--- src/rtl/vector_similarity_top_k_defines.svh ---
// assertion macros for the checks of the top-level module
`ifndef VECTOR_SIMILARITY_TOP_K_DEFINES_SVH
`define VECTOR_SIMILARITY_TOP_K_DEFINES_SVH

// condition holds at every clock edge outside reset
`define VST_ASSERT(label, cond, msg) \
    label: assert property (@(posedge aclk) disable iff (!aresetn) (cond)) \
        else $error(msg);

// consequent holds in the cycle after the antecedent
`define VST_ASSERT_NEXT(label, ante, cons, msg) \
    label: assert property (@(posedge aclk) disable iff (!aresetn) (ante) |=> (cons)) \
        else $error(msg);

`endif

--- src/rtl/vst_pkg.sv ---
`default_nettype none
package vst_pkg;

    localparam int DIM_W     = 11;
    localparam int METRIC_W  = 2;
    localparam int LIMIT_W   = 5;
    localparam int ACT_W     = 2;
    localparam int VAL_W     = 16;
    localparam int ID_W      = 32;
    localparam int SCORE_W   = 48;
    localparam int STATUS_W  = 2;
    localparam int CFG_IDX_W = 2;

    localparam logic [DIM_W-1:0] CNT_MAX = '1;

    localparam logic [ACT_W-1:0] ACT_QUERY  = 2'd0;
    localparam logic [ACT_W-1:0] ACT_CAND   = 2'd1;
    localparam logic [ACT_W-1:0] ACT_FINISH = 2'd2;

    localparam logic [METRIC_W-1:0] METRIC_COSINE = 2'd0;
    localparam logic [METRIC_W-1:0] METRIC_DOT    = 2'd1;
    localparam logic [METRIC_W-1:0] METRIC_DIST   = 2'd2;

    localparam logic [STATUS_W-1:0] STATUS_MATCH   = 2'd0;
    localparam logic [STATUS_W-1:0] STATUS_EMPTY   = 2'd1;
    localparam logic [STATUS_W-1:0] STATUS_LEN_ERR = 2'd2;

    localparam logic [CFG_IDX_W-1:0] REG_DIMENSIONS = 2'd0;
    localparam logic [CFG_IDX_W-1:0] REG_METRIC     = 2'd1;
    localparam logic [CFG_IDX_W-1:0] REG_LIMIT      = 2'd2;

    typedef struct packed {
        logic signed [SCORE_W-1:0] score;
        logic [ID_W-1:0]           id;
    } entry_t;

    typedef struct packed {
        logic insert;
        logic shift;
    } cell_ctl_t;

endpackage
`default_nettype wire

--- src/rtl/vst_div.sv ---
`default_nettype none
module vst_div import vst_pkg::*; (
    input  wire logic                      aclk,
    input  wire logic                      aresetn,
    input  wire logic                      start,
    input  wire logic                      neg,
    input  wire logic [SCORE_W-1:0]        mag,
    input  wire logic [63:0]               den,
    output logic                           done,
    output logic signed [SCORE_W-1:0]      quot
);

    localparam logic [6:0]  LAST_STEP = 7'd93;
    localparam logic [40:0] Q_CAP     = 41'h100_0000_0000;

    logic [SCORE_W-1:0] dvd_reg;
    logic [63:0]        rem_reg;
    logic [40:0]        q_reg;
    logic [6:0]         step_reg;
    logic               busy_reg;
    logic               done_reg;
    logic [64:0]        r_sh;
    logic [64:0]        r_sub;
    logic               ge;
    logic [41:0]        q_sh;

    assign r_sh  = {rem_reg, dvd_reg[SCORE_W-1]};
    assign ge    = r_sh >= {1'b0, den};
    assign r_sub = r_sh - {1'b0, den};
    assign q_sh  = {q_reg, ge};
    assign done  = done_reg;

    always_ff @(posedge aclk) begin
        if (!aresetn) begin
            busy_reg <= 1'b0;
            done_reg <= 1'b0;
            step_reg <= '0;
        end else begin
            done_reg <= 1'b0;
            if (start) begin
                busy_reg <= 1'b1;
                step_reg <= LAST_STEP;
            end else if (busy_reg) begin
                if (step_reg == '0) begin
                    busy_reg <= 1'b0;
                    done_reg <= 1'b1;
                end else begin
                    step_reg <= step_reg - 7'd1;
                end
            end
        end
    end

    // restoring division, one quotient bit per step, quotient clamped as it grows
    always_ff @(posedge aclk) begin
        if (start) begin
            dvd_reg <= mag;
            rem_reg <= '0;
            q_reg   <= '0;
        end else if (busy_reg) begin
            dvd_reg <= {dvd_reg[SCORE_W-2:0], 1'b0};
            rem_reg <= ge ? r_sub[63:0] : r_sh[63:0];
            q_reg   <= (q_sh > {1'b0, Q_CAP}) ? Q_CAP : q_sh[40:0];
        end
    end

    always_comb begin
        if (neg) begin
            if (q_reg >= 41'h0_8000_0000) begin
                quot = -48'sh8000_0000;
            end else begin
                quot = -$signed({7'b0, q_reg});
            end
        end else begin
            if (q_reg > 41'h0_7FFF_FFFF) begin
                quot = 48'sh7FFF_FFFF;
            end else begin
                quot = $signed({7'b0, q_reg});
            end
        end
    end

endmodule
`default_nettype wire

--- config.mk ---
export PLATFORM = sky130hd
export DESIGN_NAME = vst_div
export DESIGN_NICKNAME = d
export VERILOG_FILES = /design/src/rtl/vector_similarity_top_k_defines.svh /design/src/rtl/vst_pkg.sv /design/src/rtl/vst_div.sv
export SDC_FILE = /design/constraint.sdc
export NUM_CORES = 1
export LEC_CHECK = 0
export BUFFER_PORTS_ARGS = -buffer_cell sky130_fd_sc_hd__buf_4
export CAP_MARGIN = 20
export CORE_MARGIN = 2
export CORE_UTILIZATION = 42
export CTS_BUF_LIST = sky130_fd_sc_hd__clkbuf_8
export DETAILED_ROUTE_END_ITERATION = 8
export PLACE_DENSITY = 0.66
export SYNTH_ARGS = -nofsm -noshare
export SYNTH_HDL_FRONTEND = slang
export SYNTH_SLANG_ARGS = --single-unit
--- constraint.sdc ---
create_clock -name aclk -period 4 [get_ports aclk]
set_clock_uncertainty 0.1 [all_clocks]
set_input_delay 0.2 -clock aclk [delete_from_list [all_inputs] [get_ports aclk]]
set_output_delay 0.2 -clock aclk [all_outputs]
set_load 0.02 [all_outputs]
==> summary.md <==
| Metric | Value |
|---|---|
| Synth Register Bits | `162` |
| Clk Latency, worst-skew pair | `0.47 ns` |
| Die ar. | `29500 sq um` |
| Rows | `61` |
| Hold crit path type | `input port to register` |
| Hold slack | `0.0426 ns` |
| Crit. End Element | `register` |
| Starting Density | `0.426` |
| Vias in the first global route | `10742` |
| Share of the synthesized area in the top cell type | `0.193` |
| Number of max-cap violations | `0` |
| Max reg flops | `64` |
| Max-slew violations | `0` |
| Number of setup buffers added after CTS | `0` |
| RePlAce Congestion | `0.932` |
| Avg Vias per Cell | `5.71` |
| Hold path depth | `2` |
| Design Power | `4.12 mW` |
| Critical R2R Capture | `rem_reg[62]` |
| Initial antenna violation count | `0` |
| Count leader, synth | `nand2_1` |
| Gr ovfl total | `0` |
| Worst Path Arrival | `3.97 ns` |
| Initial DRC Count | `880` |
| Reg2reg start | `dvd_reg[47]` |
| CP startpoint kind | `register` |
| Worst EP required | `4.26 ns` |
| Cell Pwr Density | `291 nW/um^2` |
| Area post-placement | `13300 sq um` |
| Final WL | `33.2 mm` |
| Main synth FF type | `dfxtp_1` |
| DP Wirelength | `23.6 mm` |
| Worst setup path startpoint | `dvd_reg[47]` |
| Die height | `172 microns` |
| H-tree depth | `4` |
| R2R cell count | `13` |
| Wirelength per Cell | `16.6 microns` |
| Period utilisation layout | `0.928` |
| GR Util All Layers | `0.225` |
| Top cells by area, synth | `dfxtp_1 (19%), edfxtp_1 (12%), ha_1 (7.2%)` |
| Post-synthesis sequential area ratio | `0.315` |
| EDFF count, synth | `48` |
| # port buffers | `164` |
| Worst hold endpoint | `rem_reg[15]` |
| Worst-path fanout max | `3` |
| Fin nets | `1790` |
| Clk root buf | `clkbuf_8` |
| CORE AREA | `27800 sq um` |
| R2R Setup Slk | `0.29 ns` |
| Setup Viol. Count Final | `0` |
| RSZ-0062 raised after global routing | `no` |
| # DRC | `0` |
| Setup TNS | `0 ns` |
| Pin count of the biggest net entering global routing | `59` |
| Hold Crit Start | `start` |
| Fraction of registers with async set/reset | `0` |
| Final hold violations | `0` |
| Via count | `11390` |
| Status | `finished, final reports clean` |
| Clock Path Buffers | `2` |
| Die W | `172 microns` |
| Crit path time final | `3.71 ns` |
| Max Freq | `270 MHz` |
| Post-Syn Instances | `1463` |
| Sink Count | `162` |
| Syn-to-layout area delta | `19.8%` |
| VDD IR-drop max | `0.228 mV` |
| Yosys warns | `0` |
| Worst slew pin tran | `0.711 ns` |
| First-pass GRT wire length | `53.9 mm` |
| Synth cell count leaders | `nand2_1 (155), a21oi_1 (118), nor2_1 (118)` |
| Mean Syn Cell Area | `8.08 sq um` |
| First drt pass iteration count | `6` |
| Largest area contributor in the netlist | `dfxtp_1` |
| Io pins | `165` |
| Syn Nets | `1648` |
| Post-synth cell types | `71` |
| CTS buffer count | `17` |
| Slew headroom | `0.526` |
| Lkg Pwr | `6.00 nW` |
| Worst-path clk slew | `0.11 ns` |
| N_diodes | `0` |
| Layout cells sized above 1 | `0.176` |
| CP Class | `register to register` |
| CTS tree | `done` |
| Antenna Nets Post-Route | `0` |
| Design area | `14200 sq um` |
| Synth Cell Area | `11800 sq um` |
==> worst max-delay path, stage by stage, from the launching register on <==
cell and delay [ns]:
edfxtp_1 0.35, inv_1 0.05, ha_1 0.19, fa_1 0.38, nor2b_1 0.22, o2111ai_1 0.18, a211oi_1 0.38, o31ai_1 0.24
a311oi_1 0.50, o21a_1 0.23, o21ai_0 0.12, a211oi_1 0.36, mux2i_1 0.24, nand2_1 0.06
==> worst max path at each step <==
stage                              to  depth (start not counted)  slack [ns]
after floorplan           rem_reg[26]                         13        0.71
after global placement    rem_reg[62]                         13        0.41
after detailed placement  rem_reg[53]                         14        0.36
after CTS                    quot[28]                         11        0.17
after global routing         quot[41]                          9       0.004
final                     rem_reg[62]                         13        0.29
==> report_power, final <==
part	switching, mW	total (mW)	internal (mW)	leakage, nW
Combinational	0.573	1.03	0.459	4.39
Sequential	0.0594	1.86	1.80	1.41
Clock	0.718	1.23	0.511	0.192
Total	1.35	4.12	2.77	6.00
==> area by class of cell <==
type,count,area [sq um]
fillers,2701,13600
multi-input cells,1102,7320
flip-flops and latches,162,3720
repair buffers,233,1920
well taps,378,473
inverters,89,334
clock buffers,17,234
clock inverters,15,155
==> layer usage <==
metal | GRT usage | routed length, microns | up-vias
li1 | - | - | 5655
met1 | 0.312 | 16000 | 5371
met2 | 0.361 | 14800 | 319
met3 | 0.0288 | 1620 | 45
met4 | 0.0771 | 705 | 0
met5 | 0 | 0 | -
==> through the flow <==
step	utilization	setup WS, ns	std cells
3_3_place_gp	0.477	0.414	1914
5_1_grt	0.510	0.00403	1996
3_5_place_dp	0.477	0.364	1914
6_report	0.510	0.290	1996
4_1_cts	0.509	0.165	1995
2_1_floorplan	-	0.708	1463
==> what timing repair did <==
| item | in CTS | in global routing |
|---|---|---|
| hold buffers | 49 | 0 |
| gates resized for setup | 0 | 1 |
| hold endpoints to repair | 57 | 0 |
| setup endpoints to repair | 0 | 1 |
==> logic make-up after synthesis <==
| kind of cell | Yosys count | synth area share |
|---|---|---|
| multiplexers | 58 | 0.0542 |
| flip-flops | 162 | 0.315 |
| XOR/XNOR | 58 | 0.0430 |
| AND/OR/NAND/NOR | 455 | 0.182 |
| buffers and inverters | 199 | 0.0675 |
| AO/OA/AOI/OAI | 462 | 0.265 |
| adder cells (fa/ha/maj) | 69 | 0.0737 |
==> layout by cell type (no fill, tap or decap), types with 10 or more instances in the layout <==
cell           Yosys  routed
xor2_1            19      19
ha_1              68      68
edfxtp_1          48      48
or3_1             13      13
a211oi_1          34      34
a31oi_1           10      10
nand2_1          155     155
a311oi_1          15      15
and3_1            18      18
clkbuf_8           0      17
nor2_1           118     117
buf_4              1     180
o21ai_0           72      72
a21o_1            18      18
dfxtp_1          114     113
mux2_2            48      48
xnor2_1           39      39
nand4_1           32      32
nor3_1            30      30
a21oi_1          118     118
nand3_1           30      30
o21bai_1          17      17
dlygate4sd3_1      0      49
o21a_1            21      21
inv_1             89      89
a22o_1            45      45
mux2i_1           10      10
o21ai_1           13      12
a21boi_0          11      11
o311ai_0          20      20
Power figures use the tool's default switching activity.
