==> config.mk <==
export PLATFORM = sky130hd
export DESIGN_NAME = vst_isqrt
export DESIGN_NICKNAME = d
export VERILOG_FILES = /design/src/rtl/vector_similarity_top_k_defines.svh /design/src/rtl/vst_isqrt.sv
export SDC_FILE = /design/constraint.sdc
export NUM_CORES = 1
export LEC_CHECK = 0
export ABC_AREA = 1
export BUFFER_PORTS_ARGS = -buffer_cell sky130_fd_sc_hd__buf_2
export CELL_PAD_IN_SITES_DETAIL_PLACEMENT = 1
export CELL_PAD_IN_SITES_GLOBAL_PLACEMENT = 2
export CORE_MARGIN = 1
export CORE_UTILIZATION = 36
export CTS_CLUSTER_DIAMETER = 100
export DETAILED_ROUTE_END_ITERATION = 7
export GPL_ROUTABILITY_DRIVEN = 0
export PLACE_DENSITY_LB_ADDON = 0.1
export SKIP_LAST_GASP = 1
export SYNTH_ARGS = -nofsm -noshare
export SYNTH_HDL_FRONTEND = slang
export SYNTH_SLANG_ARGS = --single-unit
==> constraint.sdc <==
create_clock -name aclk -period 11.8 [get_ports aclk]
set_input_delay 2.36 -clock aclk [delete_from_list [all_inputs] [get_ports aclk]]
set_output_delay 2.36 -clock aclk [all_outputs]
set_load 0.05 [all_outputs]
==> src/rtl/vector_similarity_top_k_defines.svh <==
// assertion macros for the checks of the top-level module
`ifndef VECTOR_SIMILARITY_TOP_K_DEFINES_SVH
`define VECTOR_SIMILARITY_TOP_K_DEFINES_SVH

// condition holds at every clock edge outside reset
`define VST_ASSERT(label, cond, msg) \
    label: assert property (@(posedge aclk) disable iff (!aresetn) (cond)) \
        else $error(msg);

// consequent holds in the cycle after the antecedent
`define VST_ASSERT_NEXT(label, ante, cons, msg) \
    label: assert property (@(posedge aclk) disable iff (!aresetn) (ante) |=> (cons)) \
        else $error(msg);

`endif

==> src/rtl/vst_isqrt.sv <==
`default_nettype none
module vst_isqrt (
    input  wire logic        aclk,
    input  wire logic        aresetn,
    input  wire logic        start,
    input  wire logic [63:0] x,
    output logic             done,
    output logic [31:0]      root
);

    logic [63:0] rem_reg;
    logic [63:0] res_reg;
    logic [63:0] bit_reg;
    logic        busy_reg;
    logic        done_reg;
    logic [63:0] trial;

    assign trial = res_reg + bit_reg;
    assign done  = done_reg;
    assign root  = res_reg[31:0];

    always_ff @(posedge aclk) begin
        if (!aresetn) begin
            busy_reg <= 1'b0;
            done_reg <= 1'b0;
        end else begin
            done_reg <= 1'b0;
            if (start) begin
                busy_reg <= 1'b1;
            end else if (busy_reg && (bit_reg == 64'd1)) begin
                busy_reg <= 1'b0;
                done_reg <= 1'b1;
            end
        end
    end

    // each step tries the next root bit against the remainder
    always_ff @(posedge aclk) begin
        if (start) begin
            rem_reg <= x;
            res_reg <= '0;
            bit_reg <= 64'h4000_0000_0000_0000;
        end else if (busy_reg) begin
            if (rem_reg >= trial) begin
                rem_reg <= rem_reg - trial;
                res_reg <= (res_reg >> 1) + bit_reg;
            end else begin
                res_reg <= res_reg >> 1;
            end
            bit_reg <= bit_reg >> 2;
        end
    end

endmodule
`default_nettype wire

==> impl_metrics.json, run 1 <==
{
  "antenna_left": 0,
  "synth_area_leaders": "nand2_1 (23%), dfxtp_1 (9.8%), edfxtp_1 (9.6%)",
  "critPathArrivalTime_ps": 6830,
  "grt_pass1_wl_mm": 140,
  "cp-start-kind": "flop",
  "hold_path_class": "reg2reg",
  "rr_startpoint": "res_reg[14]",
  "grt_overflow": 0,
  "clkTransAtPathRegs_ps": 80,
  "yosysTopAreaCellShare_pct": 22.6,
  "post_cts_buffers": 0,
  "synth_nets": 3762,
  "grt_use_total_pct": 32.6,
  "cts_tree": "built",
  "via_per_inst": 5.39,
  "rsz0062_at_grt": "no",
  "ys_ff_latch": 162,
  "root_buffer": "clkbuf_16",
  "synthCells": 3564,
  "port_buffers": 99,
  "num_antenna_cells": 0,
  "fmax_ghz": 0.149,
  "yosysWarnings": 0,
  "p_leak_uw": 0.00978,
  "dp.final_hpwl_mm": 75.6,
  "clock_latency_ps": 510,
  "cts_buffer_depth": 2,
  "grt_busiest_layer": "met2",
  "fin_skew_ps": 19.2,
  "start_util_pct": 36.4,
  "ctsHoldBuffers": 0,
  "drive_above_1_share_pct": 5.15,
  "end_kind": "flop",
  "drt_iter0_drc": 1593,
  "whs_endpoint": "res_reg[0]",
  "use_met1_pct": 41.0,
  "fp.dieArea_mm2": 0.0566,
  "drt_pass1_iterations": 5,
  "use_met2_pct": 55.7,
  "antenna_found_initial": 0,
  "final_cell_mix": "nand2_1 (1207), inv_1 (501), nor2_1 (431)",
  "synth_top_cell_by_area": "nand2_1",
  "rows": 86,
  "nets": 3778,
  "synthArstFlopShare_pct": 0,
  "num-fill-cells": 7730,
  "numCtsBuffers": 17,
  "reg2reg_slack_ps": 5090,
  "synth_edf_count": 64,
  "worstSetupPathType": "reg2reg",
  "htree_levels": 4,
  "postCtsResizedCells": 0,
  "routed_wl_mm": 91.6,
  "grt_pass1_vias": 24200,
  "yosysUniqueCellTypes": 50,
  "period_share_pct": 56.9,
  "syn2layout_area_growth_pct": 7.54,
  "drc": 0,
  "grt_max_degree": 71,
  "core_mm2": 0.0551,
  "worstMarginPinSlew_ps": 1140,
  "maxSlewViolCount": 0,
  "wl_per_cell_um": 21.1,
  "grt_util_met3_pct": 3.08,
  "peakVddDrop_v": 0.000120,
  "finalSetupViolations": 0,
  "path_max_fanout": 64,
  "syn_area_mm2": 0.0200,
  "die_h_um": 238,
  "period_needed_ps": 6710,
  "syn_avg_cell_area_um2": 5.62,
  "slew_headroom_pct": 23.8,
  "seq_area_frac_synth_pct": 19.4,
  "p_per_area_mw_per_mm2": 246,
  "synth-main-ff-cell": "dfxtp_1",
  "status": "finished clean",
  "vias": 23400,
  "hold_viol": 0,
  "cts_sinks": 162,
  "mostFrequentLayoutCell": "nand2_1",
  "hold_depth": 2,
  "required_ps": 11920,
  "reg2regPathDepth": 21,
  "ios": 100,
  "holdWs_ps": 504,
  "reg2reg_to": "rem_reg[3]",
  "die_w_um": 238,
  "drv_cap": 0,
  "hp-start": "res_reg[0]",
  "tns_ps": 0
}
==> critical path, cell delays in order (launching register included) <==
cell,delay [ps]
dfxtp_1,670
ha_1,340
nand2_1,130
o21ai_0,380
nand2_1,130
o21ai_0,180
o21bai_2,260
nand2_1,120
nand2_1,220
nand4_1,210
nand3b_1,150
nand2_1,70
ha_1,370
nand2_1,120
nor3_1,280
nand2_1,170
nor3_2,260
nand2_4,380
nand2_4,570
nand2_4,280
nand2_2,110
buf_4,700
==> cell usage after synthesis, types with 2 or more instances <==
cell / count
nor2_2: 4
buf_6: 4
o21ai_0: 166
inv_2: 3
a21o_1: 12
nand3_1: 280
xnor2_1: 48
and3_1: 4
and2_1: 4
o21bai_1: 25
a21oi_2: 5
a21oi_1: 217
nor2_1: 431
or2_2: 18
a21boi_0: 2
xor2_1: 48
o21ai_1: 22
edfxtp_1: 64
inv_1: 502
o21a_1: 3
o211ai_1: 7
nor3_1: 44
buf_1: 10
dfxtp_1: 98
buf_4: 35
nor4_1: 8
a31oi_1: 15
a211oi_1: 4
nand3b_1: 26
nand4_1: 36
nand2_4: 3
nand2_1: 1208
clkbuf_1: 36
ha_1: 130
buf_2: 27
==> area by class of cell <==
cell class / count / area (um^2) / share of cell area, %
sequential: 162 / 3880 / 18.0
timing repair buffer: 109 / 573 / 2.66
clock inverter: 15 / 189 / 0.877
tap: 748 / 936 / 4.34
inverter: 506 / 1900 / 8.81
clock buffer: 17 / 425 / 1.97
multi-input combinational: 2784 / 13600 / 63.3
==> per-layer routing <==
metal / vias up / wire (um)
met5: - / 0
met4: 0 / 4410
met3: 175 / 3030
met2: 541 / 43400
met1: 11300 / 40800
li1: 11400 / -
==> where the power goes <==
part | internal (uW) | total (uW) | switching [uW]
Clock | 322 | 628 | 306
Sequential | 817 | 1080 | 258
Combinational | 1120 | 3600 | 2480
Total | 2260 | 5300 | 3050
==> how the worst max path moves through the flow <==
stage	end	cells past startpoint	startpoint	slack, ps
2_1_floorplan	rem_reg[0]	21	bit_reg[14]	6840
3_3_place_gp	rem_reg[12]	21	res_reg[14]	5350
3_5_place_dp	rem_reg[7]	21	res_reg[14]	5250
4_1_cts	rem_reg[3]	21	res_reg[14]	5260
5_1_grt	rem_reg[3]	21	res_reg[14]	4790
6_report	rem_reg[3]	21	res_reg[14]	5090
==> per-stage QoR <==
| stage | total power (uW) | worst slack, ps | utilization, % | std cells | area [um^2] |
|---|---|---|---|---|---|
| finish | 5300 | 5090 | 39.1 | 4341 | 21600 |
| CTS | 5270 | 5260 | 39.1 | 4341 | 21600 |
| global placement | 4530 | 5350 | 38.0 | 4309 | 20900 |
| global route | 5730 | 4790 | 39.1 | 4341 | 21600 |
| floorplan | 3500 | 6840 | - | 3564 | 20000 |
| detailed placement | 4620 | 5250 | 38.0 | 4309 | 20900 |
==> cells by family (layout without fill, tap and decap cells) <==
logic type	after synthesis	count (layout)	synth area share (%)
xor gates and xnor gates	96	96	4.20
buffers and inverters	618	647	12.5
adders and majority gates	131	131	8.22
AOI/OAI and AO/OA	487	487	13.2
and+or+nand+nor	2070	2070	42.4
DFF	162	162	19.4
No activity file was read; power rests on OpenSTA's default activity.
==> run 2, diff against run 1 <==
- CORE_UTILIZATION: 36 -> 33
- clock period: 11.8 -> 7.05 ns (I/O delays scaled with it)
==> run 2 against run 1 <==
First-iteration DRC count fell by 21%. Combinational power increased by 67%. Total power rose by 66%. Sequential share of layout area barely moved. Non-clock buffer count up 2. Sequential cell count is the same. Highest routed layer unchanged.
==> impl_metrics.json, run 2 (synthesis gave the netlist of run 1 again) <==
{
  "die_h_um": 248,
  "cts_buffer_depth": 2,
  "nets": 3780,
  "routed_wl_mm": 92.7,
  "tns_ps": 0,
  "hold_viol": 0,
  "p_leak_uw": 0.00977,
  "grt_pass1_wl_mm": 141,
  "drt_pass1_iterations": 5,
  "htree_levels": 4,
  "grt_use_total_pct": 29.9,
  "vias": 23100,
  "ios": 100,
  "dp.cells": 4336,
  "drt_iter0_drc": 1258,
  "root_buffer": "clkbuf_16",
  "final_cells": 4368,
  "cts_tree": "built",
  "dp.final_hpwl_mm": 77.3,
  "worstSetupPathType": "reg2reg",
  "clkTransAtPathRegs_ps": 80,
  "maxSlewViolCount": 0,
  "final_cell_mix": "nand2_1 (1207), inv_1 (501), nor2_1 (431)",
  "fp.dieArea_mm2": 0.0617,
  "cp-start-kind": "flop",
  "grt_overflow": 0,
  "post_cts_buffers": 0,
  "port_buffers": 99,
  "slew_headroom_pct": 39.1,
  "numCtsBuffers": 17,
  "top_layer_used": "met4",
  "finalSetupViolations": 0,
  "met2_length_mm": 43.8,
  "rsz0062_at_grt": "no",
  "via_per_inst": 5.29,
  "ctsHoldBuffers": 0,
  "wl_per_cell_um": 21.2,
  "fmax_ghz": 0.163,
  "core_mm2": 0.0595,
  "postCtsResizedCells": 0,
  "peakVddDrop_v": 0.000225,
  "mostFrequentLayoutCell": "nand2_1",
  "worstMarginPinSlew_ps": 914,
  "grt_pass1_vias": 24200,
  "syn2layout_area_growth_pct": 7.57,
  "num_antenna_cells": 0,
  "num-fill-cells": 8255,
  "multi_input_area_mm2": 0.0136,
  "drv_cap": 0,
  "postLayoutCoreUtil_pct": 36.3,
  "die_w_um": 248,
  "path_max_fanout": 64,
  "seqCellArea_mm2": 0.00389,
  "grt_max_degree": 72,
  "cts_sinks": 162,
  "hold_path_class": "reg2reg",
  "rows": 89,
  "start_util_pct": 33.7,
  "antenna_left": 0,
  "critPathArrivalTime_ps": 6300,
  "clock_latency_ps": 530,
  "drc": 0,
  "end_kind": "flop",
  "p_total_uw": 8790,
  "wl_met3_mm": 2.69,
  "drive_above_1_share_pct": 5.17,
  "antenna_found_initial": 0,
  "period_share_pct": 87.2,
  "status": "finished clean",
  "p_per_area_mw_per_mm2": 408,
  "required_ps": 7200,
  "fin_skew_ps": 29.3,
  "period_needed_ps": 6150,
  "wl_met1_mm": 41.5
}
==> run 2: per-layer routing <==
metal  track usage [%]  up-vias
met3              2.49      182
li1                  -    11400
met4              15.4        0
met5                 0        -
met1              37.4    11100
met2              51.3      487
==> run 2: critical path, stage by stage (launching register included) <==
cell	delay, ps
dfxtp_1	630
ha_1	290
nand2_1	120
o21ai_0	380
nand2_1	160
o21ai_0	180
inv_1	50
nand2_1	220
nand3_1	190
nand2_1	260
nand2_1	160
nand3_1	110
nand2_1	60
ha_1	370
inv_2	80
nor3_1	380
nand2_1	170
nor3_2	270
nand2_4	330
nand2_4	480
nand2_4	270
nand2_2	180
buf_12	330
==> run 2: final cells by class <==
cell class | instances | area share, %
repair buffers | 111 | 2.79
clock inverters | 14 | 0.592
inverters | 506 | 8.82
multi-input cells | 2784 | 63.3
flip-flops and latches | 162 | 18.0
clock buffers | 18 | 1.99
well taps | 773 | 4.49
==> run 2: path summary, 6_finish.rpt <==
check	startpoint	to	slack, ps	cells past startpoint
worst max register to register	res_reg[16]	rem_reg[22]	900	22
worst min-delay path	res_reg[0]	res_reg[0]	520	2
worst max-delay path	res_reg[16]	rem_reg[22]	900	22
worst min register to register	res_reg[0]	res_reg[0]	520	2
==> run 2: stage by stage <==
stage / setup slack, ps / hold slack (ps) / instance area, um^2
floorplan: 2090 / 463 / 20000
global placement: 937 / 496 / 21000
detailed placement: 932 / 507 / 21000
CTS: 909 / 520 / 21600
global route: 518 / 543 / 21600
finish: 900 / 516 / 21600
==> run 2: report_power, final <==
| group | switching, uW | total (uW) | internal, uW |
|---|---|---|---|
| Sequential | 432 | 1800 | 1370 |
| Combinational | 4140 | 6020 | 1880 |
| Clock | 515 | 976 | 462 |
| Total | 5080 | 8790 | 3710 |
