`src/rtl/vector_similarity_top_k_defines.svh`:
```
// assertion macros for the checks of the top-level module
`ifndef VECTOR_SIMILARITY_TOP_K_DEFINES_SVH
`define VECTOR_SIMILARITY_TOP_K_DEFINES_SVH

// condition holds at every clock edge outside reset
`define VST_ASSERT(label, cond, msg) \
    label: assert property (@(posedge aclk) disable iff (!aresetn) (cond)) \
        else $error(msg);

// consequent holds in the cycle after the antecedent
`define VST_ASSERT_NEXT(label, ante, cons, msg) \
    label: assert property (@(posedge aclk) disable iff (!aresetn) (ante) |=> (cons)) \
        else $error(msg);

`endif

```
`src/rtl/vst_pkg.sv`:
```
`default_nettype none
package vst_pkg;

    localparam int DIM_W     = 11;
    localparam int METRIC_W  = 2;
    localparam int LIMIT_W   = 5;
    localparam int ACT_W     = 2;
    localparam int VAL_W     = 16;
    localparam int ID_W      = 32;
    localparam int SCORE_W   = 48;
    localparam int STATUS_W  = 2;
    localparam int CFG_IDX_W = 2;

    localparam logic [DIM_W-1:0] CNT_MAX = '1;

    localparam logic [ACT_W-1:0] ACT_QUERY  = 2'd0;
    localparam logic [ACT_W-1:0] ACT_CAND   = 2'd1;
    localparam logic [ACT_W-1:0] ACT_FINISH = 2'd2;

    localparam logic [METRIC_W-1:0] METRIC_COSINE = 2'd0;
    localparam logic [METRIC_W-1:0] METRIC_DOT    = 2'd1;
    localparam logic [METRIC_W-1:0] METRIC_DIST   = 2'd2;

    localparam logic [STATUS_W-1:0] STATUS_MATCH   = 2'd0;
    localparam logic [STATUS_W-1:0] STATUS_EMPTY   = 2'd1;
    localparam logic [STATUS_W-1:0] STATUS_LEN_ERR = 2'd2;

    localparam logic [CFG_IDX_W-1:0] REG_DIMENSIONS = 2'd0;
    localparam logic [CFG_IDX_W-1:0] REG_METRIC     = 2'd1;
    localparam logic [CFG_IDX_W-1:0] REG_LIMIT      = 2'd2;

    typedef struct packed {
        logic signed [SCORE_W-1:0] score;
        logic [ID_W-1:0]           id;
    } entry_t;

    typedef struct packed {
        logic insert;
        logic shift;
    } cell_ctl_t;

endpackage
`default_nettype wire

```
`src/rtl/vst_cell.sv`:
```
`default_nettype none
module vst_cell import vst_pkg::*; #(
    parameter int IDX = 0,
    parameter int KW  = 5
) (
    input  wire logic          aclk,
    input  wire cell_ctl_t     ctl,
    input  wire entry_t        cand,
    input  wire entry_t        prev_entry,
    input  wire entry_t        next_entry,
    input  wire logic          prev_better,
    input  wire logic [KW-1:0] kept,
    input  wire logic [KW-1:0] lim,
    output entry_t             entry,
    output logic               better,
    output logic               slot
);

    entry_t entry_reg;
    logic   valid;
    logic   in_lim;

    assign valid  = 32'(IDX) < 32'(kept);
    assign in_lim = 32'(IDX) < 32'(lim);
    // held entry ranks ahead: higher score, or equal score and smaller id
    assign better = valid && ((entry_reg.score > cand.score) ||
                    ((entry_reg.score == cand.score) && (entry_reg.id < cand.id)));
    assign slot   = in_lim && !better;
    assign entry  = entry_reg;

    always_ff @(posedge aclk) begin
        if (ctl.insert && slot) begin
            entry_reg <= prev_better ? cand : prev_entry;
        end else if (ctl.shift) begin
            entry_reg <= next_entry;
        end
    end

endmodule
`default_nettype wire

```
`config.mk`:
```
export PLATFORM = sky130hd
export DESIGN_NAME = vst_cell
export DESIGN_NICKNAME = d
export VERILOG_FILES = /design/src/rtl/vector_similarity_top_k_defines.svh /design/src/rtl/vst_pkg.sv /design/src/rtl/vst_cell.sv
export SDC_FILE = /design/constraint.sdc
export NUM_CORES = 1
export LEC_CHECK = 0
export ABC_CLOCK_PERIOD_IN_PS = 6500
export BUFFER_PORTS_ARGS = -buffer_cell sky130_fd_sc_hd__buf_4
export CORE_AREA = 2 2 130 132
export DETAILED_ROUTE_END_ITERATION = 7
export DIE_AREA = 0 0 132 134
export PLACE_DENSITY = 0.68
export SYNTH_ARGS = -nofsm -noshare
export SYNTH_HDL_FRONTEND = slang
export SYNTH_SLANG_ARGS = --single-unit
```
`constraint.sdc`:
```
create_clock -name aclk -period 6.5 [get_ports aclk]
set_input_delay 1.3 -clock aclk [delete_from_list [all_inputs] [get_ports aclk]]
set_output_delay 1.3 -clock aclk [all_outputs]
set_load 0.03 [all_outputs]
```
==> impl_summary.md, run 1 <==
Run status
The flow ran to the end, and the final reports show no timing, DRC or antenna violations.

Global routing
The initial antenna violation count is 0. The pin count of the biggest net entering global routing is 81. The global-route wire length before repair is 30200 um. For this run, the total global-route usage over all layers was measured as 21.9%. The via count of the first global-routing pass came to 5714. For this run the aggregate overflow at the end of global routing stands at 0.

Power and ir drop
The power share of the sequential group is 33.9%. The part of the total power dissipated in combinational logic is 41.0%. Across the VDD grid, the largest voltage drop is 0.000115 V. For this design the ratio of total power to cell area is 232 mW/mm^2. The net switching fraction of the power is 33.7%. The internal cell power is 1.45 mW. In this run, the clock network consumes 25.1% of the power. For this design the total switching power over the nets is 0.734 mW. The analysis attributes to cell leakage a power of 4.44 nW.

Timing
The post-route worst setup slack is 1.49 ns. For the finished layout, the period the worst path requires is 5.01 ns. Setup repair after global routing left no endpoint under its margin.

Setup violations remaining at the end of the flow were counted as 0. The relative max-transition margin is 23.1%. The number of hold violations in the final report is 0. The worst hold-check slack is 1.25 ns. The post-route clock period utilization is 77.1%. Static timing analysis puts the maximum clock frequency at 200 MHz. The slew at the pin with the worst max-slew slack is 1.15 ns. Adding up every negative setup slack in the final design gives 0 ns.

The final clock skew is 0.00796 ns. The total count of max-transition violations in the final report was 0.

CTS
The H-tree was split into 3 levels. The insertion delay of the later-clocked pin in the worst-skew pair is 0.34 ns. The tree is rooted in a sky130_fd_sc_hd__clkbuf_16.

The number of buffers added to fix hold violations after cts is 0. The clock passes through at most 2 buffers. The clock-pin transition on the worst setup and hold timing paths is 0.06 ns. TritonCTS built the clock tree. The number of buffers added by the clock tree synthesis step is 9. The number of clock sinks seen by CTS is 80. Once the clock tree was built, the resizer swapped 0 gates to a different size.

The number of setup buffers added after CTS is 0.

Synthesis
The number of flops mapped to enable cells by yosys is 80. Of all flip-flops after synthesis, the portion carrying an async set or reset was 0%. The most used flip-flop cell after synthesis is sky130_fd_sc_hd__edfxtp_1. The most frequent cell after synthesis is sky130_fd_sc_hd__mux2_2. The leading area contributor after synthesis is sky130_fd_sc_hd__edfxtp_1. The synthesis-stage register bit count is 80.

Summed over its instances, the top area cell type makes up 37.5% of the synthesized netlist area. The number of nets in the synthesized netlist is 888. After synthesis the cells add up to 0.00641 sq mm. During synthesis, Yosys emitted a total of 0 warnings. Summing the sequential cell areas from Yosys gives 37.5% of the chip area.

The count of distinct cell types in the synthesized netlist is 36. In the post-synthesis netlist, the biggest area contributors are sky130_fd_sc_hd__edfxtp_1 37%, sky130_fd_sc_hd__mux2_2 28%, sky130_fd_sc_hd__ha_1 15%. By count the netlist is led by 159 x sky130_fd_sc_hd__mux2_2, 82 x sky130_fd_sc_hd__inv_1, 80 x sky130_fd_sc_hd__edfxtp_1, 79 x sky130_fd_sc_hd__ha_1, 28 x sky130_fd_sc_hd__a21oi_1.

The synthesized area per cell is 11.5 sq um. The cell count after synthesis came out at 555.

Detailed routing
The mean routed wirelength per cell is 17.8 um. The number of nets with antenna violations after routing is 0. The post-detailed-routing wire length is 19700 um. The final route contains 5479 vias. Dividing the detail-routed via count by the number of cells gives 4.93. The first detailed-routing pass ran for 4 iterations. The total DRC errors in the routed layout is 0.

In this run, the number of DRC markers left after iteration 0 of detailed routing was 197.

Critical path
Data arrives at the worst endpoint at 3.71 ns. The maximum cell stage delay along the critical path is 0.65 ns. The kind of end point of the critical path is an output port. The count of buffering cells on the critical path with inverters included is 3. The cell type of the slowest stage on the worst timing path is sky130_fd_sc_hd__o41ai_1.

The top cell family by delay on the critical path is compound AO/OA/AOI/OAI gates. The endpoint required time on the critical path is 5.20 ns. The cell with the most instances on the worst path is sky130_fd_sc_hd__buf_4. The type of the worst setup path is input port to output port. The critical path goes through buf_4, inv_1, ha_1, a2111oi_0, nor4b_1, o41ai_1, a22o_1, and2_1, buf_4. In this run the worst path has a maximum fanout of 3. The category of the worst setup path launch point is an input port.

Cells and area
The antenna diode instance count is 0. The number of fillers in the final layout is 1463. In the final layout, the share of cells above drive strength 1 is 57.4%. The register with the most flip-flops in the layout has 80 of them. The count of placed standard cells in the final layout, fillers left out is 1111. After the last flow step, the layout net total stands at 1219. The layout-stage area growth over the synthesis result is 46.8%.

Placed design
Counting tap cells, the placed design contains a total of 1095 instances. The HPWL after detailed placement is 16000 um. The quantity of I/O buffers inserted on ports is 335. The setup slack after placement is 1.35 ns. The final weighted congestion of routability-driven global placement is 0.828.

Die
From left edge to right edge, the die measures 132 um. The initialized floorplan defines 47 standard-cell rows. The die covers 0.0177 sq mm.

The starting density of the core is 39.3%. The count of pins on the block boundary is 336. The region available for standard cell placement spans 0.0163 sq mm.

The floorplan step set the die height to 134 um.

Job
Across the run, the number of max-cap violations was 0.

Min path
The worst hold path class is input port to register.
power by group through the flow:
stage | Clock, mW | Sequential [mW] | Combinational (mW)
final | 0.546 | 0.739 | 0.894
after global routing | 0.575 | 0.750 | 0.970
after CTS | 0.562 | 0.740 | 0.907
after detailed placement | 0 | 0.750 | 0.904
after global placement | 0 | 0.747 | 0.897
after floorplan | 0 | 0.909 | 0.385
routing by layer:
metal	wire length [um]	GRT usage (%)	part of all wire, %	vias to the layer above
li1	-	-	-	2722
met1	7970	25.3	40	2522
met2	9860	38.9	50	208
met3	1440	5.93	7.3	27
met4	468	8.33	2.4	0
met5	0	0	0	-
layout make-up:
cell class | count | area (sq um) | share of cell area [%]
clock inverter | 4 | 68.8 | 0.731
clock buffer | 12 | 236 | 2.51
sequential | 80 | 2400 | 25.5
tap | 220 | 275 | 2.93
inverter | 82 | 308 | 3.27
timing repair buffer | 337 | 2540 | 27.0
multi-input combinational | 376 | 3580 | 38.0
final timing paths:
| kind | startpoint | end | slack [ns] | cells after the start |
|---|---|---|---|---|
| max reg2reg | entry[43] | entry[67] | 2.49 | 9 |
| max | cand[1] | better | 1.49 | 9 |
| min reg2reg | entry[79] | entry[22] | 1.67 | 6 |
| min | next_entry[71] | entry[71] | 1.25 | 2 |
layout by cell type (no fill, tap or decap), types with 3 or more instances in the layout:
master	count
sky130_fd_sc_hd__clkbuf_16	9
sky130_fd_sc_hd__a221oi_1	3
sky130_fd_sc_hd__nand2b_1	3
sky130_fd_sc_hd__ha_1	79
sky130_fd_sc_hd__nor2_1	12
sky130_fd_sc_hd__o21ai_0	12
sky130_fd_sc_hd__nand3_1	6
sky130_fd_sc_hd__nor3_1	5
sky130_fd_sc_hd__nand4_1	18
sky130_fd_sc_hd__mux2_2	159
sky130_fd_sc_hd__inv_1	82
sky130_fd_sc_hd__edfxtp_1	80
sky130_fd_sc_hd__a211oi_1	3
sky130_fd_sc_hd__clkbuf_1	3
sky130_fd_sc_hd__o21a_1	3
sky130_fd_sc_hd__buf_4	336
sky130_fd_sc_hd__a21oi_1	28
sky130_fd_sc_hd__nand2_1	17
sky130_fd_sc_hd__a21o_1	5
sky130_fd_sc_hd__nor4_1	3
stage by stage:
| stage | power, mW | cell area (sq um) | util [%] |
|---|---|---|---|
| 2_1_floorplan | 1.29 | 6410 | - |
| 3_3_place_gp | 1.64 | 9100 | 55.9 |
| 3_5_place_dp | 1.65 | 9100 | 55.9 |
| 4_1_cts | 2.21 | 9410 | 57.8 |
| 5_1_grt | 2.29 | 9410 | 57.8 |
| 6_report | 2.18 | 9410 | 57.8 |
cells by family (layout without fill, tap and decap cells):
family	after synthesis	in the layout	share of synthesized area, %
AO/OA/AOI/OAI	66	66	6.54
AND/OR/NAND/NOR	71	71	5.70
flip-flops	80	80	37.5
buffers and inverters	99	435	6.74
multiplexers	160	160	28.1
adder cells (fa/ha/maj)	79	79	15.4
No activity file was read; power rests on OpenSTA's default activity.
==> run 2, diff against run 1 <==
--- a/config.mk
+++ b/config.mk
@@ -5,12 +5,13 @@
 export SDC_FILE = /design/constraint.sdc
 export NUM_CORES = 1
 export LEC_CHECK = 0
-export ABC_CLOCK_PERIOD_IN_PS = 6500
+export ABC_AREA = 1
+export ABC_CLOCK_PERIOD_IN_PS = 5000
 export BUFFER_PORTS_ARGS = -buffer_cell sky130_fd_sc_hd__buf_4
-export CORE_AREA = 2 2 130 132
+export CORE_AREA = 2 2 129 131
 export DETAILED_ROUTE_END_ITERATION = 7
-export DIE_AREA = 0 0 132 134
-export PLACE_DENSITY = 0.68
+export DIE_AREA = 0 0 131 133
+export PLACE_DENSITY = 0.71
 export SYNTH_ARGS = -nofsm -noshare
 export SYNTH_HDL_FRONTEND = slang
 export SYNTH_SLANG_ARGS = --single-unit
==> constraint.sdc (replaced) <==
create_clock -name aclk -period 5 [get_ports aclk]
set_input_delay 1 -clock aclk [delete_from_list [all_inputs] [get_ports aclk]]
set_output_delay 1 -clock aclk [all_outputs]
set_load 0.03 [all_outputs]
==> run 2 against run 1 <==
Via count grew 33%. Critical path type unchanged. Die area fell by 1.5%. Flip-flop and latch count is the same. Total power increased by 70%. Highest routed layer unchanged.
==> impl_summary.md, run 2 <==
CTS
The clock-pin transition on the worst setup and hold timing paths is 0.07 ns. The TritonCTS clock tree is yes. The cell sitting at the root of the clock tree is a sky130_fd_sc_hd__clkbuf_16.

The clock reaches the later pin of the worst-skew pair after 0.34 ns. The number of setup buffers added after CTS is 0. In this run, post-CTS repair resized a total of 0 instances.

The number of clock sinks seen by CTS is 80. The number of buffers added to fix hold violations after cts is 0. The maximum level of the CTS H-tree is 3. The clock tree buffer depth is 2.

The number of buffers added by the clock tree synthesis step is 9.

Global routing
The pin count of the biggest net entering global routing is 90. The initial antenna violation count is 0. The via count of the first global-routing pass is 6984. The global-route wire length before repair is 34500 um. The overall global routing resource usage is 25.6%.

Global routing finished with a remaining overflow of 0.

Synthesis
Synthesis instantiated 22 different standard cells from the library. The post-synthesis cell count is 903. Counting instances in the post-synthesis netlist gives the leading cell types as 254 x sky130_fd_sc_hd__nand2_1, 114 x sky130_fd_sc_hd__a21oi_1, 107 x sky130_fd_sc_hd__inv_1, 103 x sky130_fd_sc_hd__nor2_1, 84 x sky130_fd_sc_hd__nand4_1.

Of all cell types, the one taking the most synthesized area is sky130_fd_sc_hd__edfxtp_1. Yosys mapped a number of flops with a built-in enable equal to 80. Summing every instance area after synthesis gives 0.00666 sq mm. The synthesized area per cell is 7.38 sq um. After synthesis, the share of flip-flops with an asynchronous set or reset is 0%.

The number of warnings issued by yosys is 0. By area the synthesized netlist is led by sky130_fd_sc_hd__edfxtp_1 36%, sky130_fd_sc_hd__ha_1 15%, sky130_fd_sc_hd__nand2_1 14%. Synthesis produced a netlist with a net count of 1236. In the synthesized netlist the dominant register cell turns out to be sky130_fd_sc_hd__edfxtp_1. The proportion of netlist area held by the largest area contributor is 36.1%. Among all cell types in the netlist, the one instantiated most often is sky130_fd_sc_hd__nand2_1. Sequential elements use 36.1% of the synthesized area.

The synthesized design contains 80 register bits.

Die
For this configuration, the core starts out at a cell density of 41.2%. The count of pins on the block boundary is 336. The floorplan step defined a die boundary enclosing 0.0174 sq mm. The floorplan row count is 47. Measured along the y axis, the die boundary spans 133 um. The die is 131 um wide. The total area inside the core boundary comes to 0.0162 sq mm.

Critical path
Counting cells, the worst reg-to-reg path comes to 16. The maximum fanout along the worst path is 24. The worst reg2reg path startpoint is entry[79]. The kind of end point of the critical path is an output port.

The worst setup path is launched from an input port. At the worst endpoint, the arrival time is 3.31 ns. By startpoint and endpoint, the worst setup path is classified as input port to output port. The endpoint identified for the worst register-to-register timing path is entry[3]. The flop-to-flop setup slack is 1.44 ns. For the worst setup path, the data required time is 4.00 ns.

Power and ir drop
The power per standard cell area is 385 mW/mm^2. Summing internal, switching and leakage power gives 3.71 mW. The worst IR drop on VDD is 0.000216 V. The analysis attributes to cell leakage a power of 5.14 nW.

Placed design
The half-perimeter wire length after detailed placement is 16900 um. The final weighted congestion of routability-driven global placement is 0.899. Input and output buffers added on the ports amount to 335.

In this run, placement finished with an instance count of 1415.

Run status
The flow ran to the end, and the final reports show no timing, DRC or antenna violations.

Min path
The worst hold path class is input port to register. Along the worst hold path, the cell count comes to 3. The worst hold path terminates at entry[19]. The startpoint identified for the worst hold timing path is next_entry[19].

Timing
The worst hold-check slack is 0.914 ns. The clock period minus worst slack is 4.31 ns. The post-route clock period utilization is 86.2%.

The slew at the pin with the worst max-slew slack is 1.02 ns. The total setup violations reported at the end of the flow is 0. The clock arrives with 0.0102 ns of skew. The total count of max-transition violations in the final report came to 0. Setup repair after global routing left no endpoint under its margin.

The setup TNS after final layout is 0 ns. The relative max-transition margin is 32.2%. The number of hold violations in the final report was 0.

Static timing analysis puts the maximum clock frequency at 232 MHz.

Job
The number of max-capacitance violations reported is 0.

Detailed routing
The iteration-0 DRC count of the detailed router is 339. The detail route stage leaves a number of antenna-violating nets equal to 0. The total DRC errors in the routed layout is 0. The mean routed wirelength per cell is 15.9 um. In the routed layout, each cell is associated on average with a via count of 5.10. The number of iterations in the first detailed-routing pass is 4. The total number of vias is 7305. The post-detailed-routing wire length is 22800 um.

Cells and area
The flip-flop count of the largest register, all copies and words added is 80. The layout-stage area growth over the synthesis result is 44.7%. The share of post-route cells with drive strength above 1 is 30.1%.

The most common library cell in the layout ignoring fill and taps is sky130_fd_sc_hd__buf_4. The number of fillers in the final layout is 1508. The count of placed standard cells in the final layout, fillers left out is 1431. In the layout the commonest cells are 342 x sky130_fd_sc_hd__buf_4, 252 x sky130_fd_sc_hd__nand2_1, 114 x sky130_fd_sc_hd__a21oi_1.

The repair_antennas step left the layout with diodes totalling 0. The multi-input combinational cells in the finished layout cover a total of 0.00363 sq mm. The net count reported at finish is 1539. Summing all flip-flop and latch instances after layout gives 0.00240 sq mm.
run 2: worst max path at each step:
stage,from,slack [ns],to,depth (start not counted)
floorplan,cand[79],0.33,entry[0],15
global placement,cand[79],0.70,slot,16
detailed placement,cand[79],0.69,slot,16
CTS,cand[79],0.67,slot,16
global route,cand[79],0.40,slot,16
finish,cand[79],0.69,slot,16
run 2: cells by family (layout without fill, tap and decap cells):
group	Yosys count	count (layout)	share of synthesized area, %
adders and majority gates	79	79	14.8
buffers and inverters	158	466	9.51
AOI/OAI and AO/OA	125	125	9.58
and+or+nand+nor	459	459	29.7
muxes	2	2	0.338
DFF	80	80	36.1
run 2: per-layer routing:
layer	vias up	wire length [um]	track usage, %
met5	-	0	0
met2	322	11000	43.8
met1	3279	9000	30.3
met3	52	1930	5.62
li1	3652	-	-
met4	0	869	11.4
run 2: critical path, stage by stage:
cell	delay [ns]
sky130_fd_sc_hd__buf_4	0.08
sky130_fd_sc_hd__inv_1	0.05
sky130_fd_sc_hd__ha_1	0.38
sky130_fd_sc_hd__nand2_1	0.10
sky130_fd_sc_hd__nor2_1	0.15
sky130_fd_sc_hd__nand2_1	0.11
sky130_fd_sc_hd__nor2_1	0.18
sky130_fd_sc_hd__nand2_1	0.11
sky130_fd_sc_hd__inv_1	0.07
sky130_fd_sc_hd__nand2_1	0.07
sky130_fd_sc_hd__nand4_1	0.07
sky130_fd_sc_hd__nand3_1	0.09
sky130_fd_sc_hd__nand2_2	0.40
sky130_fd_sc_hd__inv_1	0.12
sky130_fd_sc_hd__a21oi_1	0.14
sky130_fd_sc_hd__buf_4	0.17
run 2: power by group:
part           switching (mW)  leakage, nW  internal, mW
logic                    1.15         4.16         0.677
registers               0.114        0.809          1.00
clock network           0.275        0.169         0.484
total                    1.54         5.14          2.16
run 2: layout make-up:
class                           instances  share of cell area, %
Clock buffer                            9                   2.34
Sequential cell                        80                   24.9
Multi-Input combinational cell        665                   37.7
Clock inverter                          7                   1.14
Inverter                              107                   4.17
Timing Repair Buffer                  343                   26.9
Tap cell                              220                   2.86
run 2: stage by stage:
| step | cell area, sq um | utilization, % | setup WS (ns) |
|---|---|---|---|
| after floorplan | 6660 | - | 0.329 |
| after global placement | 9300 | 57.5 | 0.702 |
| after detailed placement | 9300 | 57.5 | 0.687 |
| after CTS | 9640 | 59.6 | 0.673 |
| after global routing | 9640 | 59.6 | 0.396 |
| final | 9640 | 59.6 | 0.688 |
